## config.mk

```make
export PLATFORM = sky130hd
export DESIGN_NAME = gpc_decode
export DESIGN_NICKNAME = d
export VERILOG_FILES = /design/src/design/gpc_pkg.sv /design/src/design/gpc_decode.sv
export SDC_FILE = /design/constraint.sdc
export NUM_CORES = 1
export LEC_CHECK = 0
export ABC_AREA = 1
export BUFFER_PORTS_ARGS = -buffer_cell sky130_fd_sc_hd__buf_2
export CAP_MARGIN = 20
export CORE_UTILIZATION = 25
export DETAILED_ROUTE_END_ITERATION = 8
export GPL_TIMING_DRIVEN = 0
export SLEW_MARGIN = 20
export SYNTH_ARGS = -nofsm -noshare
export SYNTH_HDL_FRONTEND = slang
export SYNTH_SLANG_ARGS = --single-unit
```

## constraint.sdc

```tcl
create_clock -name vclk -period 4.6
set_input_delay 0.23 -clock vclk [all_inputs]
set_output_delay 0.23 -clock vclk [all_outputs]
set_load 0.05 [all_outputs]
```

## src/design/gpc_pkg.sv

```systemverilog
`default_nettype none
// ---------------------------------------------------------------------------
// gpc_pkg
// Shared types, request codes and register word codes for the GPIO port
// controller.
// ---------------------------------------------------------------------------
package gpc_pkg;

    localparam int GPC_NUM_PORTS = 8;
    localparam int PORT_W        = 4;   // port index as decoded from the address
    localparam int WORD_W        = 4;   // register word within a group
    localparam int DEB_W         = 7;

    localparam logic [1:0] REQ_READ   = 2'd0;
    localparam logic [1:0] REQ_WRITE  = 2'd1;
    localparam logic [1:0] REQ_SAMPLE = 2'd2;

    // Word codes inside a pin register group.
    localparam logic [WORD_W-1:0] W_FUNC0     = 4'd0;
    localparam logic [WORD_W-1:0] W_FUNC1     = 4'd1;
    localparam logic [WORD_W-1:0] W_FUNC2     = 4'd2;
    localparam logic [WORD_W-1:0] W_FUNC_LAST = 4'd3;
    localparam logic [WORD_W-1:0] W_DATA      = 4'd4;
    localparam logic [WORD_W-1:0] W_DRV0      = 4'd5;
    localparam logic [WORD_W-1:0] W_DRV1      = 4'd6;
    localparam logic [WORD_W-1:0] W_PULL0     = 4'd7;
    localparam logic [WORD_W-1:0] W_PULL1     = 4'd8;

    // Word codes inside an interrupt group.
    localparam logic [WORD_W-1:0] W_TRIG0     = 4'd0;
    localparam logic [WORD_W-1:0] W_TRIG1     = 4'd1;
    localparam logic [WORD_W-1:0] W_TRIG2     = 4'd2;
    localparam logic [WORD_W-1:0] W_TRIG_LAST = 4'd3;
    localparam logic [WORD_W-1:0] W_IRQ_EN    = 4'd4;
    localparam logic [WORD_W-1:0] W_IRQ_PEND  = 4'd5;
    localparam logic [WORD_W-1:0] W_DEBOUNCE  = 4'd6;
    localparam logic [WORD_W-1:0] W_INT_HOLE  = 4'd7;

    // Trigger mode codes.
    localparam logic [3:0] TRIG_RISE  = 4'd0;
    localparam logic [3:0] TRIG_FALL  = 4'd1;
    localparam logic [3:0] TRIG_HIGH  = 4'd2;
    localparam logic [3:0] TRIG_LOW   = 4'd3;
    localparam logic [3:0] TRIG_BOTH  = 4'd4;

    localparam logic [3:0]  FUNC_OUTPUT = 4'd1;
    localparam logic [31:0] FUNC_RESET  = 32'h7777_7777;

    // Reciprocal of the port stride in words (9): floor(w * 57 / 512) == w / 9
    // for every word index below 128.
    localparam logic [5:0] STRIDE_RECIP = 6'd57;
    localparam int         RECIP_SHIFT  = 9;

    typedef struct packed {
        logic [1:0]  req_type;
        logic [9:0]  addr;
        logic [31:0] wdata;
        logic [2:0]  sample_port;
        logic [31:0] pin_levels;
    } t_req;

    typedef struct packed {
        logic [31:0] rdata;
        logic        addr_error;
        logic        irq;
    } t_rsp;

    typedef struct packed {
        logic              ok;
        logic              is_int;
        logic [PORT_W-1:0] port;
        logic [WORD_W-1:0] word;
    } t_dec;

    typedef struct packed {
        logic              bus_sel;
        logic              wr;
        logic              is_int;
        logic [WORD_W-1:0] word;
        logic [31:0]       wdata;
        logic              smp;
        logic [31:0]       levels;
    } t_lane_ctl;

    typedef struct packed {
        logic [31:0] rdata;
        logic        irq;
    } t_lane_stat;

endpackage
`default_nettype wire

```

## src/design/gpc_decode.sv

```systemverilog
`default_nettype none
// ---------------------------------------------------------------------------
// gpc_decode
// Address decoder: splits a byte offset into group kind, port and word, and
// flags offsets that map to no register.
// ---------------------------------------------------------------------------
module gpc_decode #(
    parameter int NUM_PORTS = gpc_pkg::GPC_NUM_PORTS
) (
    input  wire logic [9:0]    i_addr,
    output gpc_pkg::t_dec      o_dec
);
    import gpc_pkg::*;

    localparam logic [PORT_W-1:0] NP = PORT_W'(NUM_PORTS);

    logic [6:0]        word_idx;
    logic [12:0]       recip_prod;
    logic [PORT_W-1:0] pin_port;
    logic [6:0]        port_x9;
    logic [6:0]        pin_word;
    logic [PORT_W-1:0] int_port;
    logic [2:0]        int_word;

    always_comb begin
        word_idx   = i_addr[8:2];
        // Divide the word index by the 9-word stride of a pin group.
        recip_prod = 13'(word_idx) * 13'(STRIDE_RECIP);
        pin_port   = recip_prod[RECIP_SHIFT +: PORT_W];
        port_x9    = {pin_port, 3'b000} + 7'(pin_port);
        pin_word   = word_idx - port_x9;

        int_port   = i_addr[8:5];
        int_word   = i_addr[4:2];

        o_dec.is_int = i_addr[9];
        if (i_addr[9]) begin
            o_dec.port = int_port;
            o_dec.word = WORD_W'(int_word);
            o_dec.ok   = (i_addr[1:0] == 2'b00) && (int_port < NP)
                         && (WORD_W'(int_word) != W_INT_HOLE);
        end else begin
            o_dec.port = pin_port;
            o_dec.word = pin_word[WORD_W-1:0];
            o_dec.ok   = (i_addr[1:0] == 2'b00) && (pin_port < NP);
        end
    end

endmodule
`default_nettype wire

```

==> flow_summary.yaml, run 1 <==
synth:
  syn_inst: 131
  ys_warn_count: 0
  synthesis.nets: 174
  avgSynthCellArea_um2: 7.23
  synth_area_um2: 947
  ys_types: 18
  ys_seq_area_share_pct: 0
routing:
  drtIter0Drc: 76
  vias: 825
  routed_wl_um: 1860
  avgRoutedWirePerCell_um: 9.44
  drc_errors: 0
  drtPass1Iterations: 4
  postRouteAntennaNets: 0
  routed_via_density: 4.19
cells_and_area:
  seq_cells: 0
  final_core_util_pct: 32.6
  design_area_mm2: 0.00113
  final_cell_mix: "32 x nand2_1, 26 x inv_1, 23 x ha_1"
  final_net_count: 196
  drive_above_1_share_pct: 19.9
  diodes: 0
  final_common_cell: "nand2_1"
  fin_cells: 197
  areaGrowthSynthToFinish_pct: 19.4
  seq_area_um2: 0
  clkbuf_count: 0
timing:
  finalCriticalPeriod_ns: 4.35
  worstMarginPinSlew_ns: 0.381
  finalMaxSlewViolations: 0
  relSlewSlack_pct: 74.6
  fin_tns_setup_ns: 0
  whs_ns: 0.763
  setup_viol_count_final: 0
  rsz0062_at_grt: "no"
  max_freq_mhz: 230
  post-route-period-util_pct: 94.5
  finalHoldViolCount: 0
floorplanning:
  dieArea_mm2: 0.00404
  row_count: 21
  chipWidth_um: 63.6
  die_y_um: 63.6
  ios: 20
  core_area_mm2: 0.00347
  initial_core_util_pct: 27.3
placement:
  io_buffers: 19
  post_dp_cell_area_mm2: 0.00110
  placed_cells: 196
  place_hpwl_um: 1710
  routabilityCongestion: 0.784
worst_hold_path:
  whs_endpoint: "o_dec[8]"
  hp-start: "i_addr[9]"
  min_path_type: "in -> out"
  min_path_cells: 2
power:
  total_leakage_power_nw: 0.664
  pwr_density_cell_mw_per_mm2: 383
  peakVddDrop_mv: 0.104
critical_path:
  cpPeakStageDelay_ns: 0.50
  critical_path_class: "in -> out"
  critPathBufInv: 6
  cp_max_fo: 4
  path_delay_family: "adder cells"
  crit_path_end_kind: "output pin"
  cp_common_cell: "inv_1"
  required_ns: 4.37
  crit_path_top_delay_cell: "fa_1"
  critPathArrivalTime_ns: 4.12
  critPathLaunchType: "input pin"
  cp_cell_sequence: "buf_2, inv_1, fa_1, inv_1, fa_1, ha_1, ha_1, nand3_1, o21bai_2, nand2_2, nand2_2, nand2_1, nand2_1, ha_2, inv_1, ha_1, nand2_1, nand3b_1, xnor2_2, inv_1, nand3_1, nand3_1, a21oi_1, buf_4"
global_routing:
  grt_pass1_wl_um: 3390
  antenna_found_initial: 0
  gr-total-overflow: 0
  track_usage_pct: 10.0
  grt_pass1_vias: 755
  grt_max_degree: 11
outcome:
  outcome: "finished, final reports clean"
run:
  drv_cap: 0
-- metrics by stage --
| stage | total power, mW | worst slack, ns |
|---|---|---|
| finish | 0.433 | 0.251 |
| detailed placement | 0.407 | 0.0961 |
| global placement | 0.404 | 0.123 |
| CTS | 0.410 | 0.0797 |
| floorplan | 0.327 | 0.144 |
| global route | 0.492 | 0.00684 |
-- power breakdown --
part / leakage (nW) / internal, mW / total, mW / switching [mW]
clock network: 0 / 0 / 0 / 0
registers: 0 / 0 / 0 / 0
logic: 0.664 / 0.156 / 0.433 / 0.278
total: 0.664 / 0.156 / 0.433 / 0.278
-- cells by family (layout without fill, tap and decap cells) --
family	count (synthesis)	after routing	share of synthesized area, %
simple gates	48	48	21.9
xor+xnor	6	6	6.34
fa+ha+maj	33	33	50.7
compound gates	15	15	9.11
buf+inv	29	49	11.9
-- worst max-delay path by stage --
stage | to | start | depth (start not counted)
after detailed placement | o_dec[3] | i_addr[3] | 24
after floorplan | o_dec[3] | i_addr[3] | 22
after CTS | o_dec[3] | i_addr[3] | 24
after global placement | o_dec[3] | i_addr[3] | 24
final | o_dec[3] | i_addr[4] | 24
after global routing | o_dec[3] | i_addr[5] | 24
-- repair_timing --
item / CTS / global route
setup buffers: 0 / 1
resized for setup: 0 / 6
endpoints found under the setup margin: 0 / 1
hold endpoints to repair: 0 / 0
hold buffers: 0 / 0
-- cells in the mapped netlist, drive strengths merged --
master,n,area (um2)
nand3,8,40.0
a21oi,5,25.0
fa,9,180
ha,24,300
inv,27,101
o21a,1,7.51
nor2,2,7.51
a211oi,1,7.51
o21ai,7,35.0
xor2,3,33.8
buf,1,7.51
xnor2,3,26.3
nand3b,2,15.0
nand2,36,145
o21bai,1,11.3
clkbuf,1,3.75
-- layer usage --
metal	GRT usage, %	part of all wire, %
met1	15.0	52
met2	16.8	46
met3	0.362	2.2
met4	0	0
met5	0	0
-- area by class of cell --
cell class / instances / area [um2]
fill: 408 / 2340
multi-input combinational: 102 / 856
timing repair buffer: 20 / 105
inverter: 27 / 101
tap: 46 / 57.6
buffer: 2 / 11.3
Note: power is estimated with default switching activity, not from simulation.
==> run 2: changes to the inputs <==
--- a/config.mk
+++ b/config.mk
@@ -8,9 +8,10 @@
 export ABC_AREA = 1
 export BUFFER_PORTS_ARGS = -buffer_cell sky130_fd_sc_hd__buf_2
 export CAP_MARGIN = 20
-export CORE_UTILIZATION = 25
+export CORE_UTILIZATION = 59
 export DETAILED_ROUTE_END_ITERATION = 8
 export GPL_TIMING_DRIVEN = 0
+export PLACE_DENSITY = 0.85
 export SLEW_MARGIN = 20
 export SYNTH_ARGS = -nofsm -noshare
 export SYNTH_HDL_FRONTEND = slang
==> run 2 against run 1 <==
Via count grew 8.2%. First-iteration DRC count decreased by 89%. Power up 3.7%. Non-clock buffer count unchanged. Die area shrank 56%. Sequential cell count unchanged. Cell count is 15% lower. Combinational power is 4% higher. Critical path type unchanged. Global-route usage grew 13 points. Routed wire length is 0.70% higher. Core utilization rose by 42 points.
==> flow_summary.yaml, run 2 (same netlist as run 1, synthesis figures left out) <==
critical_path:
  critical_path_class: "in -> out"
  cpPeakStageDelay_ns: 0.53
  cp_max_fo: 5
  required_ns: 4.37
  critPathLaunchType: "input pin"
  crit_path_top_delay_cell: "fa_1"
  crit_path_end_kind: "output pin"
  critPathArrivalTime_ns: 4.14
cells_and_area:
  n_fill_cell: 113
  final_common_cell: "nand2_1"
  multi_input_area_um2: 876
  seq_cells: 0
  drive_above_1_share_pct: 21.9
  final_cell_mix: "31 x nand2_1, 25 x inv_1, 22 x ha_1"
  clkbuf_count: 0
  seq_area_um2: 0
  fin_cells: 167
  diodes: 0
  areaGrowthSynthToFinish_pct: 18.1
  final_core_util_pct: 74.3
  final_net_count: 196
floorplanning:
  row_count: 14
  dieArea_mm2: 0.00177
  die_y_um: 42.1
  ios: 20
  chipWidth_um: 42.1
  initial_core_util_pct: 62.9
  core_area_mm2: 0.00151
timing:
  relSlewSlack_pct: 73.8
  setup_viol_count_final: 0
  max_freq_mhz: 229
  finalCriticalPeriod_ns: 4.37
  whs_ns: 0.762
  finalHoldViolCount: 0
  worstMarginPinSlew_ns: 0.392
  post-route-period-util_pct: 95.0
  finalMaxSlewViolations: 0
run:
  drv_cap: 0
placement:
  place_hpwl_um: 1640
  routabilityCongestion: 0.928
  io_buffers: 19
  placed_cells: 166
power:
  pwr_density_cell_mw_per_mm2: 402
  total_leakage_power_nw: 0.664
  peakVddDrop_mv: 0.175
routing:
  routed_wl_um: 1870
  routed_via_density: 5.35
  postRouteAntennaNets: 0
  drtPass1Iterations: 4
  avgRoutedWirePerCell_um: 11.2
  drtIter0Drc: 8
  drc_errors: 0
  vias: 893
worst_hold_path:
  min_path_type: "in -> out"
global_routing:
  grt_pass1_vias: 837
  gr-total-overflow: 0
  track_usage_pct: 23.3
  antenna_found_initial: 0
  grt_pass1_wl_um: 3300
  grt_max_degree: 11
outcome:
  outcome: "finished, final reports clean"
-- run 2: cell count changes in the layout (fill, tap and decap cells not counted) --
cell,before,now
clkbuf_4,0,2
nand2_1,32,31
inv_1,26,25
ha_1,23,22
nand2_4,0,1
ha_4,0,1
inv_2,1,2
buf_2,18,16
-- run 2: final timing paths --
path,startpoint,cells past startpoint,to,slack (ns)
max,i_addr[3],25,o_dec[3],0.23
min,i_addr[9],2,o_dec[8],0.76
-- run 2: routing by layer --
layer	wire length [um]	global-route usage [%]	share of wire, %	vias up
met1	823	30.2	44	414
li1	-	-	-	454
met3	87	0	4.6	0
met5	0	0	0	-
met4	0	0	0	0
met2	961	45.9	51	25
-- run 2: power by group --
part	switching, mW	total (mW)	internal, mW	leakage [nW]
logic	0.286	0.449	0.163	0.664
registers	0	0	0	0
clock network	0	0	0	0
-- run 2: timing repair --
item / CTS / global route
hold buffers: 0 / 0
buffers inserted: 0 / 1
hold endpoints to repair: 0 / 0
gates resized for setup: 0 / 12
endpoints found under the setup margin: 0 / 1
-- run 2: stage by stage --
stage	power [mW]	setup slack, ns	TNS [ns]	cell area, um2
after detailed placement	0.409	0.0719	0	1060
after CTS	0.412	0.0492	0	1060
final	0.449	0.230	0	1120
after global routing	0.505	-0.0517	-0.0517	1120
after floorplan	0.327	0.144	0	947
after global placement	0.397	0.153	0	1060
-- run 2: final cells by class --
| cell class | instances | area share, % |
|---|---|---|
| Multi-Input combinational cell | 102 | 78.3 |
| Inverter | 27 | 9.06 |
| Tap cell | 16 | 1.79 |
| Timing Repair Buffer | 20 | 9.84 |
| Buffer | 2 | 1.01 |
-- run 2: worst max-delay path: cells and delay by family --
family,cells,cell delay [ns]
AO/OA/AOI/OAI,2,0.32
XOR/XNOR,2,0.32
adder cells (fa/ha/maj),5,1.89
buffers and inverters,6,0.59
AND/OR/NAND/NOR,10,0.80
==> run 3: changes to the inputs <==
--- a/config.mk
+++ b/config.mk
@@ -12,7 +12,7 @@
 export DETAILED_ROUTE_END_ITERATION = 8
 export GPL_TIMING_DRIVEN = 0
 export PLACE_DENSITY = 0.85
-export SLEW_MARGIN = 20
+export REMOVE_ABC_BUFFERS = 1
 export SYNTH_ARGS = -nofsm -noshare
 export SYNTH_HDL_FRONTEND = slang
 export SYNTH_SLANG_ARGS = --single-unit
==> constraint.sdc (replaced) <==
create_clock -name vclk -period 4.7
set_input_delay 0.235 -clock vclk [all_inputs]
set_output_delay 0.235 -clock vclk [all_outputs]
set_load 0.05 [all_outputs]
==> run 3 against run 2 <==
Power fell by 0.76%. Critical path type unchanged. Core utilization is 1.3 points lower. Clock-buffer cell count unchanged. Sequential cell count is the same. Combinational power barely moved.
==> flow_summary.yaml, run 3 (same netlist as run 1, synthesis figures left out) <==
routing:
  routed_wl_um: 2030
  routed_via_density: 5.21
  vias: 870
  drtPass1Iterations: 4
  drc_errors: 0
  postRouteAntennaNets: 0
  drtIter0Drc: 28
  avgRoutedWirePerCell_um: 12.1
power:
  peakVddDrop_mv: 0.204
  p_total_mw: 0.446
  total_leakage_power_nw: 0.666
  pwr_density_cell_mw_per_mm2: 406
timing:
  finalCriticalPeriod_ns: 4.52
  max_freq_mhz: 221
  setup_viol_count_final: 0
  finalMaxSlewViolations: 0
  relSlewSlack_pct: 83.2
  finalHoldViolCount: 0
  worstMarginPinSlew_ns: 0.251
  post-route-period-util_pct: 96.1
run:
  drv_cap: 0
critical_path:
  critPathLaunchType: "input pin"
  crit_path_top_delay_cell: "fa_1"
  cp_cell_sequence: "buf_2, inv_2, fa_1, inv_1, fa_1, ha_1, ha_1, nand3_1, o21bai_2, nand2_2, nand2_2, nand2_1, nand2_1, ha_2, inv_1, ha_1, nand2_1, nand3b_1, xnor2_2, inv_1, nand3_1, nand3_1, a21oi_2, buf_4"
  crit_path_end_kind: "output pin"
  critPathArrivalTime_ns: 4.28
  cp_max_fo: 5
  critical_path_class: "in -> out"
  cpPeakStageDelay_ns: 0.53
  required_ns: 4.47
floorplanning:
  chipWidth_um: 42.1
  ios: 20
  dieArea_mm2: 0.00177
  core_area_mm2: 0.00151
  row_count: 14
  die_y_um: 42.1
  initial_core_util_pct: 62.9
cells_and_area:
  final_core_util_pct: 72.9
  areaGrowthSynthToFinish_pct: 16.0
  seq_area_um2: 0
  seq_cells: 0
  final_net_count: 196
  final_cell_mix: "32 x nand2_1, 25 x inv_1, 23 x ha_1"
  clkbuf_count: 0
  fin_cells: 167
  diodes: 0
  drive_above_1_share_pct: 21.9
  final_common_cell: "nand2_1"
global_routing:
  antenna_found_initial: 0
  track_usage_pct: 24.3
  grt_pass1_vias: 827
  gr-total-overflow: 0
  grt_pass1_wl_um: 3450
  grt_max_degree: 12
placement:
  routabilityCongestion: 0.884
  io_buffers: 20
  placed_cells: 165
  place_hpwl_um: 1760
worst_hold_path:
  min_path_type: "in -> out"
outcome:
  outcome: "finished, final reports clean"
cts:
  cts_hold_buf: 0
run 3: cell types whose count changed in the layout (fill, tap and decap cells not counted), sizes merged:
cell and change:
clkbuf -3, buf +3
run 3: layout make-up:
type                       count  area [um2]
multi-input combinational    102         860
fill                         127         408
timing repair buffer          22         118
tap                           16        20.0
inverter                      27         101
run 3: worst paths after layout:
kind | from | endpoint | slack [ns] | cells after the start
worst max-delay path | i_addr[3] | o_dec[3] | 0.18 | 24
worst min-delay path | i_addr[9] | o_dec[8] | 0.86 | 2
run 3: power breakdown:
| part | internal [mW] | switching, mW | leakage (nW) |
|---|---|---|---|
| logic | 0.160 | 0.286 | 0.666 |
| registers | 0 | 0 | 0 |
| clock network | 0 | 0 | 0 |
| total | 0.160 | 0.286 | 0.666 |
run 3: layer usage:
layer  share of wire [%]  up-vias  track usage, %
li1                    -      452               -
met5                   0        -               0
met3                 3.4        0               0
met4                   0        0               0
met2                  53       27            47.2
met1                  43      391            32.2
run 3: repair_timing:
item | CTS | global route
buffers inserted | 0 | 2
hold endpoints to repair | 0 | 0
endpoints found under the setup margin | 0 | 1
gates resized for setup | 0 | 8
run 3: stage by stage:
step           instance area [um2]  hold slack (ns)  worst slack, ns  TNS [ns]
6_report                      1100            0.856            0.181         0
5_1_grt                       1100            0.872          -0.0621   -0.0621
4_1_cts                       1060            0.846            0.137         0
3_5_place_dp                  1060            0.845            0.152         0
3_3_place_gp                  1060            0.847            0.268         0
2_1_floorplan                  936            0.470            0.234         0
run 3: critical path, delay by kind of cell:
kind	cells	cell delay (ns)
adder cells (fa/ha/maj)	6	2.08
AND/OR/NAND/NOR	9	0.86
buffers and inverters	6	0.58
AO/OA/AOI/OAI	2	0.34
XOR/XNOR	1	0.18
